File: src/sv/rrr_pkg.sv
// Shared types and codes for the reliable receiver.
`default_nettype none
package rrr_pkg;
  localparam logic [1:0] KIND_CTRL = 2'd0;
  localparam logic [1:0] KIND_NAME = 2'd1;
  localparam logic [1:0] KIND_DATA = 2'd2;

  // input opcodes
  localparam logic OP_PKT  = 1'b0;
  localparam logic OP_TICK = 1'b1;

  typedef struct packed {
    logic [7:0]  tag;
    logic [15:0] len;
    logic [31:0] seq;
  } slot_t;

  typedef struct packed {
    logic [1:0]  kind;
    logic [31:0] seg_seq;
    logic [15:0] seg_len;
    logic [7:0]  seg_tag;
    logic [31:0] ack_num;
    logic        syn_out;
    logic        ack_out;
    logic        fin_out;
    logic        last;
  } result_t;
endpackage
`default_nettype wire

File: src/sv/rrr_ram.sv
// Generic single-port-write, registered-read RAM.
`default_nettype none
module rrr_ram #(
  parameter int WIDTH = 8,
  parameter int DEPTH = 16,
  localparam int AW = (DEPTH > 1) ? $clog2(DEPTH) : 1
) (
  input  wire logic             clk,
  input  wire logic             wr_en,
  input  wire logic [AW-1:0]    wr_addr,
  input  wire logic [WIDTH-1:0] wr_data,
  input  wire logic [AW-1:0]    rd_addr,
  output logic      [WIDTH-1:0] rd_data
);
  logic [WIDTH-1:0] mem [DEPTH];

  always_ff @(posedge clk) begin
    if (wr_en) mem[wr_addr] <= wr_data;
    rd_data <= mem[rd_addr];
  end
endmodule
`default_nettype wire

File: src/sv/rrr_outreg.sv
// Output register holding one result item for the master-side stream.
`default_nettype none
module rrr_outreg import rrr_pkg::*; (
  input  wire logic        clk,
  input  wire logic        rst_n,
  input  wire logic        load,
  input  wire result_t     res,
  output logic             free,
  output logic             out_tvalid,
  input  wire logic        out_tready,
  output logic [95:0]      out_tdata,
  output logic [1:0]       out_tuser,
  output logic             out_tlast
);
  logic    vld_r;
  result_t res_r;

  assign free = !vld_r || out_tready;

  always_ff @(posedge clk) begin
    if (!rst_n) begin
      vld_r <= 1'b0;
    end else if (free) begin
      vld_r <= load;
    end
    if (free && load) res_r <= res;
  end

  assign out_tvalid = vld_r;
  assign out_tuser  = res_r.kind;
  assign out_tlast  = res_r.last;
  assign out_tdata  = {5'd0, res_r.fin_out, res_r.ack_out, res_r.syn_out, res_r.ack_num,
                       res_r.seg_tag, res_r.seg_len, res_r.seg_seq};
endmodule
`default_nettype wire

File: src/sv/reliable_receiver_reorder_top.sv
// Top level: reliable receiver with out-of-order table and cumulative ACKs.
//
//  channel | dir | fields
//  in_*    | in  | tuser: opcode; tdata: csum, syn, ack, fin, data, seq, len, tag
//  out_*   | out | tuser: kind; tlast: last; tdata: seq, len, tag, ack_num, syn, ack, fin
//
// Flow: an item is taken in S_IDLE; each result item is then loaded into the
// output register from S_OUT, and the closing ACK after a segment and the
// FIN after a FIN's ACK are first built in S_ACK and S_FIN2. An ignored item
// yields no result, and the block stays in S_IDLE.
// Table walks (store or drain) visit each entry through S_RD and S_CMP, up
// to BUF_DEPTH entries per pass; a drain restarts its pass after every hit.
// The RAM's registered read port is why each entry needs the S_RD step.
// Reset: synchronous; valid bits are flip-flops, so no clearing pass.
// Stalls: results wait in the output register; the next item is taken once
// the last result of the current one has been loaded there.
`default_nettype none
module reliable_receiver_reorder_top import rrr_pkg::*; #(
  parameter int BUF_DEPTH = 16
) (
  input  wire logic        clk,
  input  wire logic        rst_n,
  input  wire logic        in_tvalid,
  output logic             in_tready,
  input  wire logic [63:0] in_tdata,   // csum, syn, ack, fin, data, seq[31:0], len[15:0], tag[7:0]
  input  wire logic [0:0]  in_tuser,   // opcode
  output logic             out_tvalid,
  input  wire logic        out_tready,
  output logic [95:0]      out_tdata,  // seq, len, tag, ack_num, syn, ack, fin
  output logic [1:0]       out_tuser,  // kind
  output logic             out_tlast
);
  localparam int IW = (BUF_DEPTH > 1) ? $clog2(BUF_DEPTH) : 1;
  localparam logic [IW-1:0] IDX_LAST = IW'(BUF_DEPTH - 1);

  typedef enum logic [5:0] {
    S_IDLE = 6'b000001, S_RD = 6'b000010, S_CMP = 6'b000100,
    S_OUT  = 6'b001000, S_FIN2 = 6'b010000, S_ACK = 6'b100000
  } state_t;
  typedef enum logic [2:0] {
    C_IDLE = 3'b001, C_CONN = 3'b010, C_FINW = 3'b100
  } conn_t;

  state_t state_r, state_nxt, ret_r, ret_nxt;
  conn_t  conn_r, conn_nxt;
  logic   await_r, await_nxt;
  logic [31:0] exp_r, exp_nxt;
  logic [BUF_DEPTH-1:0] valid_r, valid_nxt;
  logic [IW-1:0] idx_r, idx_nxt, free_idx_r, free_idx_nxt;
  logic   free_found_r, free_found_nxt, drain_r, drain_nxt;
  logic [31:0] key_r, key_nxt;
  logic [15:0] plen_r, plen_nxt;
  logic [7:0]  ptag_r, ptag_nxt;
  result_t res_r, res_nxt;

  logic  wr_en, out_free, out_load, hit, free_now;
  logic [IW-1:0] wr_addr, free_sel;
  slot_t wr_data, rd_data;

  // input fields
  logic f_op, f_csum, f_syn, f_ack, f_fin, f_data;
  logic [31:0] f_seq;
  logic [15:0] f_len;
  logic [7:0]  f_tag;
  assign f_op   = in_tuser[0];
  assign f_csum = in_tdata[0];
  assign f_syn  = in_tdata[1];
  assign f_ack  = in_tdata[2];
  assign f_fin  = in_tdata[3];
  assign f_data = in_tdata[4];
  assign f_seq  = in_tdata[36:5];
  assign f_len  = in_tdata[52:37];
  assign f_tag  = in_tdata[60:53];

  assign in_tready = (state_r == S_IDLE);

  rrr_ram #(.WIDTH($bits(slot_t)), .DEPTH(BUF_DEPTH)) u_ram (
    .clk, .wr_en, .wr_addr, .wr_data, .rd_addr(idx_r), .rd_data
  );

  rrr_outreg u_out (
    .clk, .rst_n, .load(out_load), .res(res_r), .free(out_free),
    .out_tvalid, .out_tready, .out_tdata, .out_tuser, .out_tlast
  );

  // entry under compare matches the walk's key
  assign hit      = valid_r[idx_r] && (rd_data.seq == (drain_r ? exp_r : key_r));
  assign free_now = free_found_r || !valid_r[idx_r];
  assign free_sel = free_found_r ? free_idx_r : idx_r;
  assign out_load = (state_r == S_OUT);

  function automatic result_t ctrl(input logic [31:0] a, input logic s, input logic k,
                                   input logic f, input logic l);
    result_t r;
    r = '0;
    r.kind = KIND_CTRL; r.ack_num = a; r.syn_out = s; r.ack_out = k;
    r.fin_out = f; r.last = l;
    return r;
  endfunction

  function automatic result_t seg(input logic [1:0] kd, input logic [31:0] s,
                                  input logic [15:0] l, input logic [7:0] t);
    result_t r;
    r = '0;
    r.kind = kd; r.seg_seq = s; r.seg_len = l; r.seg_tag = t;
    return r;
  endfunction

  always_comb begin
    state_nxt = state_r; ret_nxt = ret_r; conn_nxt = conn_r; await_nxt = await_r;
    exp_nxt = exp_r; valid_nxt = valid_r; idx_nxt = idx_r; free_idx_nxt = free_idx_r;
    free_found_nxt = free_found_r; drain_nxt = drain_r; key_nxt = key_r;
    plen_nxt = plen_r; ptag_nxt = ptag_r; res_nxt = res_r;
    wr_en = 1'b0; wr_addr = idx_r;
    wr_data = '{tag: ptag_r, len: plen_r, seq: key_r};
    unique case (state_r)
      S_IDLE: begin
        if (in_tvalid) begin
          key_nxt = f_seq; plen_nxt = f_len; ptag_nxt = f_tag;
          if (conn_r == C_FINW) begin
            if (f_op == OP_PKT && f_ack) begin
              conn_nxt = C_IDLE; await_nxt = 1'b1; exp_nxt = '0;
            end else begin
              res_nxt = ctrl('0, 1'b0, 1'b0, 1'b1, 1'b1);
              ret_nxt = S_IDLE; state_nxt = S_OUT;
            end
          end else if (f_op == OP_PKT && f_csum) begin
            if (conn_r != C_CONN) begin
              if (f_syn) begin
                conn_nxt = C_CONN; valid_nxt = '0; exp_nxt = f_seq + 32'd1;
                res_nxt = ctrl(f_seq + 32'd1, 1'b1, 1'b1, 1'b0, 1'b1);
                ret_nxt = S_IDLE; state_nxt = S_OUT;
              end
            end else if (f_fin) begin
              res_nxt = ctrl(f_seq + 32'd1, 1'b0, 1'b1, 1'b0, 1'b0);
              conn_nxt = C_FINW; ret_nxt = S_FIN2; state_nxt = S_OUT;
            end else if (f_data) begin
              idx_nxt = '0; free_found_nxt = 1'b0;
              if (f_seq == exp_r) begin
                exp_nxt = exp_r + 32'(f_len);
                state_nxt = S_OUT;
                if (await_r) begin
                  await_nxt = 1'b0;
                  res_nxt = seg(KIND_NAME, f_seq, f_len, f_tag);
                  ret_nxt = S_ACK;
                end else begin
                  res_nxt = seg(KIND_DATA, f_seq, f_len, f_tag);
                  drain_nxt = 1'b1; ret_nxt = S_RD;
                end
              end else if (f_seq > exp_r) begin
                drain_nxt = 1'b0; state_nxt = S_RD;
              end else begin
                state_nxt = S_ACK;
              end
            end
          end
        end
      end
      S_RD: state_nxt = S_CMP;
      S_CMP: begin
        if (drain_r) begin
          if (hit) begin
            valid_nxt[idx_r] = 1'b0;
            exp_nxt = exp_r + 32'(rd_data.len);
            res_nxt = seg(KIND_DATA, rd_data.seq, rd_data.len, rd_data.tag);
            idx_nxt = '0; ret_nxt = S_RD; state_nxt = S_OUT;
          end else if (idx_r == IDX_LAST) begin
            state_nxt = S_ACK;
          end else begin
            idx_nxt = idx_r + IW'(1); state_nxt = S_RD;
          end
        end else begin
          free_found_nxt = free_now; free_idx_nxt = free_sel;
          if (hit) begin
            wr_en = 1'b1; wr_addr = idx_r; valid_nxt[idx_r] = 1'b1;
            state_nxt = S_ACK;
          end else if (idx_r == IDX_LAST) begin
            // lowest free entry; a full table drops the item, still ACKed
            if (free_now) begin
              wr_en = 1'b1; wr_addr = free_sel; valid_nxt[free_sel] = 1'b1;
            end
            state_nxt = S_ACK;
          end else begin
            idx_nxt = idx_r + IW'(1); state_nxt = S_RD;
          end
        end
      end
      S_OUT: if (out_free) state_nxt = ret_r;
      S_FIN2: begin
        res_nxt = ctrl('0, 1'b0, 1'b0, 1'b1, 1'b1);
        ret_nxt = S_IDLE; state_nxt = S_OUT;
      end
      S_ACK: begin
        res_nxt = ctrl(exp_r, 1'b0, 1'b1, 1'b0, 1'b1);
        ret_nxt = S_IDLE; state_nxt = S_OUT;
      end
      default: state_nxt = S_IDLE;
    endcase
  end

  always_ff @(posedge clk) begin
    if (!rst_n) begin
      state_r <= S_IDLE; ret_r <= S_IDLE; conn_r <= C_IDLE;
      await_r <= 1'b1; exp_r <= '0; valid_r <= '0;
      idx_r <= '0; free_found_r <= 1'b0; drain_r <= 1'b0;
    end else begin
      state_r <= state_nxt; ret_r <= ret_nxt; conn_r <= conn_nxt;
      await_r <= await_nxt; exp_r <= exp_nxt; valid_r <= valid_nxt;
      idx_r <= idx_nxt; free_found_r <= free_found_nxt; drain_r <= drain_nxt;
    end
    free_idx_r <= free_idx_nxt; key_r <= key_nxt; plen_r <= plen_nxt;
    ptag_r <= ptag_nxt; res_r <= res_nxt;
  end
endmodule
`default_nettype wire

File: config.mk
export PLATFORM = sky130hd
export DESIGN_NAME = reliable_receiver_reorder_top
export DESIGN_NICKNAME = d
export VERILOG_FILES = /design/src/sv/rrr_pkg.sv /design/src/sv/rrr_ram.sv /design/src/sv/rrr_outreg.sv /design/src/sv/reliable_receiver_reorder_top.sv
export SDC_FILE = /design/constraint.sdc
export NUM_CORES = 2
export LEC_CHECK = 0
export BUFFER_PORTS_ARGS = -buffer_cell sky130_fd_sc_hd__buf_4
export CAP_MARGIN = 20
export CELL_PAD_IN_SITES_DETAIL_PLACEMENT = 1
export CELL_PAD_IN_SITES_GLOBAL_PLACEMENT = 2
export CORE_MARGIN = 4
export CORE_UTILIZATION = 45
export CTS_CLUSTER_DIAMETER = 150
export CTS_CLUSTER_SIZE = 25
export DETAILED_ROUTE_END_ITERATION = 16
export PLACE_DENSITY = 0.72
export SYNTH_ARGS = -nofsm -noshare
export SYNTH_HDL_FRONTEND = slang
export SYNTH_SLANG_ARGS = --single-unit
File: constraint.sdc
create_clock -name clk -period 8.35 [get_ports clk]
set_input_delay 1.67 -clock clk [delete_from_list [all_inputs] [get_ports clk]]
set_output_delay 1.67 -clock clk [all_outputs]
set_load 0.01 [all_outputs]
==> reports/results.tsv <==
stage	metric	value	unit
run_status	status	finished clean	
floorplan	I/O pin count	170	
synthesis	Synth Flop Type	edfxtp_1	
floorplan	initial core utilization	0.455	
synthesis	register area share after synthesis	0.718	
clock_tree	CTS resizes	0	
synthesis	number of distinct library cells after synthesis	73	
clock_tree	TritonCTS clock tree	built	
synthesis	Synth top area share	0.669	
floorplan	core box area	113000	sq um
power	Final Total Pwr	11.8	mW
clock_tree	Post-CTS Setup Bufs	0	
synthesis	synthesized area	51300	sq um
timing	final period utilization	0.786	
synthesis	number of synthesized flops with an enable pin	1144	
worst_setup_path	reg2reg end	u_ram.mem[15][6]	
drt	via count	28100	
clock_tree	Num CTS Buffers	56	
synthesis	Avg Inst Size Synth	17.9	sq um
timing	Least-Margin Pin Slew	1.11	ns
grt	GRT Residual Overflow	0	
clock_tree	# clock sinks	1269	
drt	Vias/cell	6.20	
synthesis	Async SR Flop Fraction	0	
worst_setup_path	worst-path cell chain	mux2i_1, xnor2_1, nor4_1, nand4_1, nor3b_4, buf_4, a21o_1, nand3_1, nor2_4, buf_4	
clock_tree	Max Root-Sink Buffers	3	
timing	RSZ-0062 raised after global routing	no	
grt	largest net degree at the start of global routing	65	
worst_setup_path	Worst Setup SP	drain_r	
clock_tree	H-tree depth	2	
placement	Inst Count DP	4431	
power	Static Leak	17.5	nW
timing	Setup violations, final	0	
worst_setup_path	CP max FO	27	
min_path	WHS Path Cells	0	
finish	Post-Layout Cell Count	4536	
clock_tree	worst skew pair latency	0.72	ns
floorplan	die area	119000	sq um
worst_setup_path	arrival time at the worst endpoint	6.87	ns
timing	final hold vios	0	
placement	routability cong.	0.925	
drt	WL per Instance	31.9	um
drt	DRT iter0 DRCs	3064	
clock_tree	hold_buf cts	0	
flow_run	Max-Cap Viols	0	
worst_setup_path	Req. time, crit path	8.66	ns
synthesis	synth warn	0	
min_path	Hold Crit Class	register to register	
synthesis	Synth Register Bits	1269	
power	Power per Cell Area	210	nW/um^2
placement	PortBufs	161	
timing	setup TNS	0	ns
worst_setup_path	Worst Reg2Reg Path Length in Cells	10	
floorplan	site row count	123	
worst_setup_path	critical path class	register to register	
drt	routed wire length	145	mm
synthesis	Post-Synthesis Cells	2862	
timing	Tmin final	6.57	ns
worst_setup_path	Crit. End Element	register	
timing	Final Max Slew Viols	0	
finish	final net count	3131	
grt	number of global-route vias before repair	29100	
timing	max frequency	152	MHz
synthesis	dominant cells by area after synthesis	edfxtp_1 67%, mux4_2 12%, dfxtp_1 4.9%	
worst_setup_path	worst setup path end	u_ram.mem[15][6]	
floorplan	Die X	346	um
worst_setup_path	CP max-delay cell	dfxtp_2	
drt	drt drc	0	
power	VDD IR max	0.180	mV
drt	TritonRoute pass-1 iters	5	
clock_tree	CTS clk-pin slew, worst paths	0.12	ns
synthesis	post-synth top area cell	edfxtp_1	
worst_setup_path	Slowest Stage Delay on Critical Path	0.96	ns
worst_setup_path	cell repeated most along the worst path	buf_4	
grt	All-Layer GR Usage	0.239	
timing	Rel. slew slack	0.258	
timing	Max Clock Skew	0.0581	ns
placement	dpl hpwl	91.0	mm
finish	area grow syn2layout	9.41	%
clock_tree	clock root buffer	clkbuf_16	
drt	Routed Antenna Nets	0	
worst_setup_path	startpoint types	register	
grt	first-pass GRT wire length	210	mm
finish	fraction of layout cells with a size suffix above 1	0.205	
floorplan	Die Y	346	um
worst_setup_path	r2r startpoint	drain_r	
grt	initial antenna violation count	7	
worst_setup_path	reg-to-reg slack, setup	1.78	ns
==> final cells by class <==
| type | count | area (sq um) |
|---|---|---|
| Antenna cell | 1 | 2.50 |
| Clock buffer | 99 | 1580 |
| Clock inverter | 3 | 48.8 |
| Fill cell | 10400 | 56700 |
| Inverter | 59 | 226 |
| Multi-Input combinational cell | 1380 | 13800 |
| Sequential cell | 1269 | 36900 |
| Tap cell | 1500 | 1880 |
| Timing Repair Buffer | 225 | 1780 |
==> cells in the mapped netlist, drive strengths merged, types with 58 or more instances <==
library cell	number
a21oi	92
ha	69
mux4	284
nand2	163
clkbuf	108
edfxtp	1144
dfxtp	125
inv	58
o21ai	94
xnor2	61
a22o	58
nor2	108
==> per-layer routing <==
layer	share of wire	up-vias	global-route usage	wire length, um
met5	0.00019	-	0	27
met4	0.024	4	0.0537	3500
met3	0.060	191	0.0297	8630
met2	0.48	1044	0.389	69400
met1	0.44	15200	0.350	63000
li1	-	11700	-	-
==> worst max-delay path, delay by kind of cell, from the launching register on <==
kind                   cells  cell delay [ns]
AND/OR/NAND/NOR            5             3.36
buffers and inverters      2             1.09
flip-flops                 1             0.96
multiplexers               1             0.32
XOR/XNOR                   1             0.20
AO/OA/AOI/OAI              1             0.12
==> state kept, by name (all words and copies together), names as in the netlist, 8 cells and up <==
signal / cells
u_ram.rd_data: 56
plen_r: 16
valid_r: 16
exp_r: 32
key_r: 32
res_r: 94
u_out.out_tdata: 91
ptag_r: 8
u_ram.mem: 896
==> worst min-delay path by stage <==
stage | from | end
after global routing | res_r[72] | u_out.out_tdata[12]
after floorplan | res_r[60] | u_out.out_tdata[0]
final | res_r[72] | u_out.out_tdata[12]
after CTS | res_r[72] | u_out.out_tdata[12]
after detailed placement | res_r[54] | u_out.out_tdata[42]
after global placement | res_r[76] | u_out.out_tdata[16]
==> report_power, final <==
part | total [mW] | leakage [nW] | internal [mW] | switching, mW
clock network | 3.23 | 0.776 | 1.31 | 1.92
logic | 0.885 | 5.35 | 0.292 | 0.592
registers | 7.67 | 11.4 | 7.33 | 0.331
total | 11.8 | 17.5 | 8.94 | 2.85
==> cell usage in the layout, fill, tap and decap left out, drive strengths merged, types with 39 or more instances in the layout <==
cell,netlist,routed
edfxtp,1144,1144
mux4,284,284
buf,50,224
nand2,163,163
dfxtp,125,125
nor2,108,108
clkbuf,108,100
o21ai,94,94
a21oi,92,92
ha,69,69
xnor2,61,61
inv,58,61
a22o,58,58
nand3,39,39
==> cells by family (layout without fill, tap and decap cells) <==
| group | after synthesis | after routing | share of synthesized area |
|---|---|---|---|
| flip-flops | 1269 | 1269 | 0.718 |
| AND/OR/NAND/NOR | 449 | 449 | 0.0408 |
| AO/OA/AOI/OAI | 435 | 435 | 0.0575 |
| multiplexers | 323 | 323 | 0.132 |
| buffers and inverters | 217 | 386 | 0.0169 |
| XOR/XNOR | 97 | 97 | 0.0166 |
| adder cells (fa/ha/maj) | 71 | 71 | 0.0176 |
| other | 1 | 6 | 0.0000731 |
==> stage by stage <==
step	util	setup slack [ns]	hold slack, ns	area (sq um)
after detailed placement	0.483	1.99	0.406	54500
final	0.498	1.78	0.414	56100
after global placement	0.483	2.05	0.403	54500
after global routing	0.498	1.61	0.432	56100
after floorplan	-	1.87	0.400	51300
after CTS	0.497	1.90	0.419	56100
(Power assumes the default switching activity.)
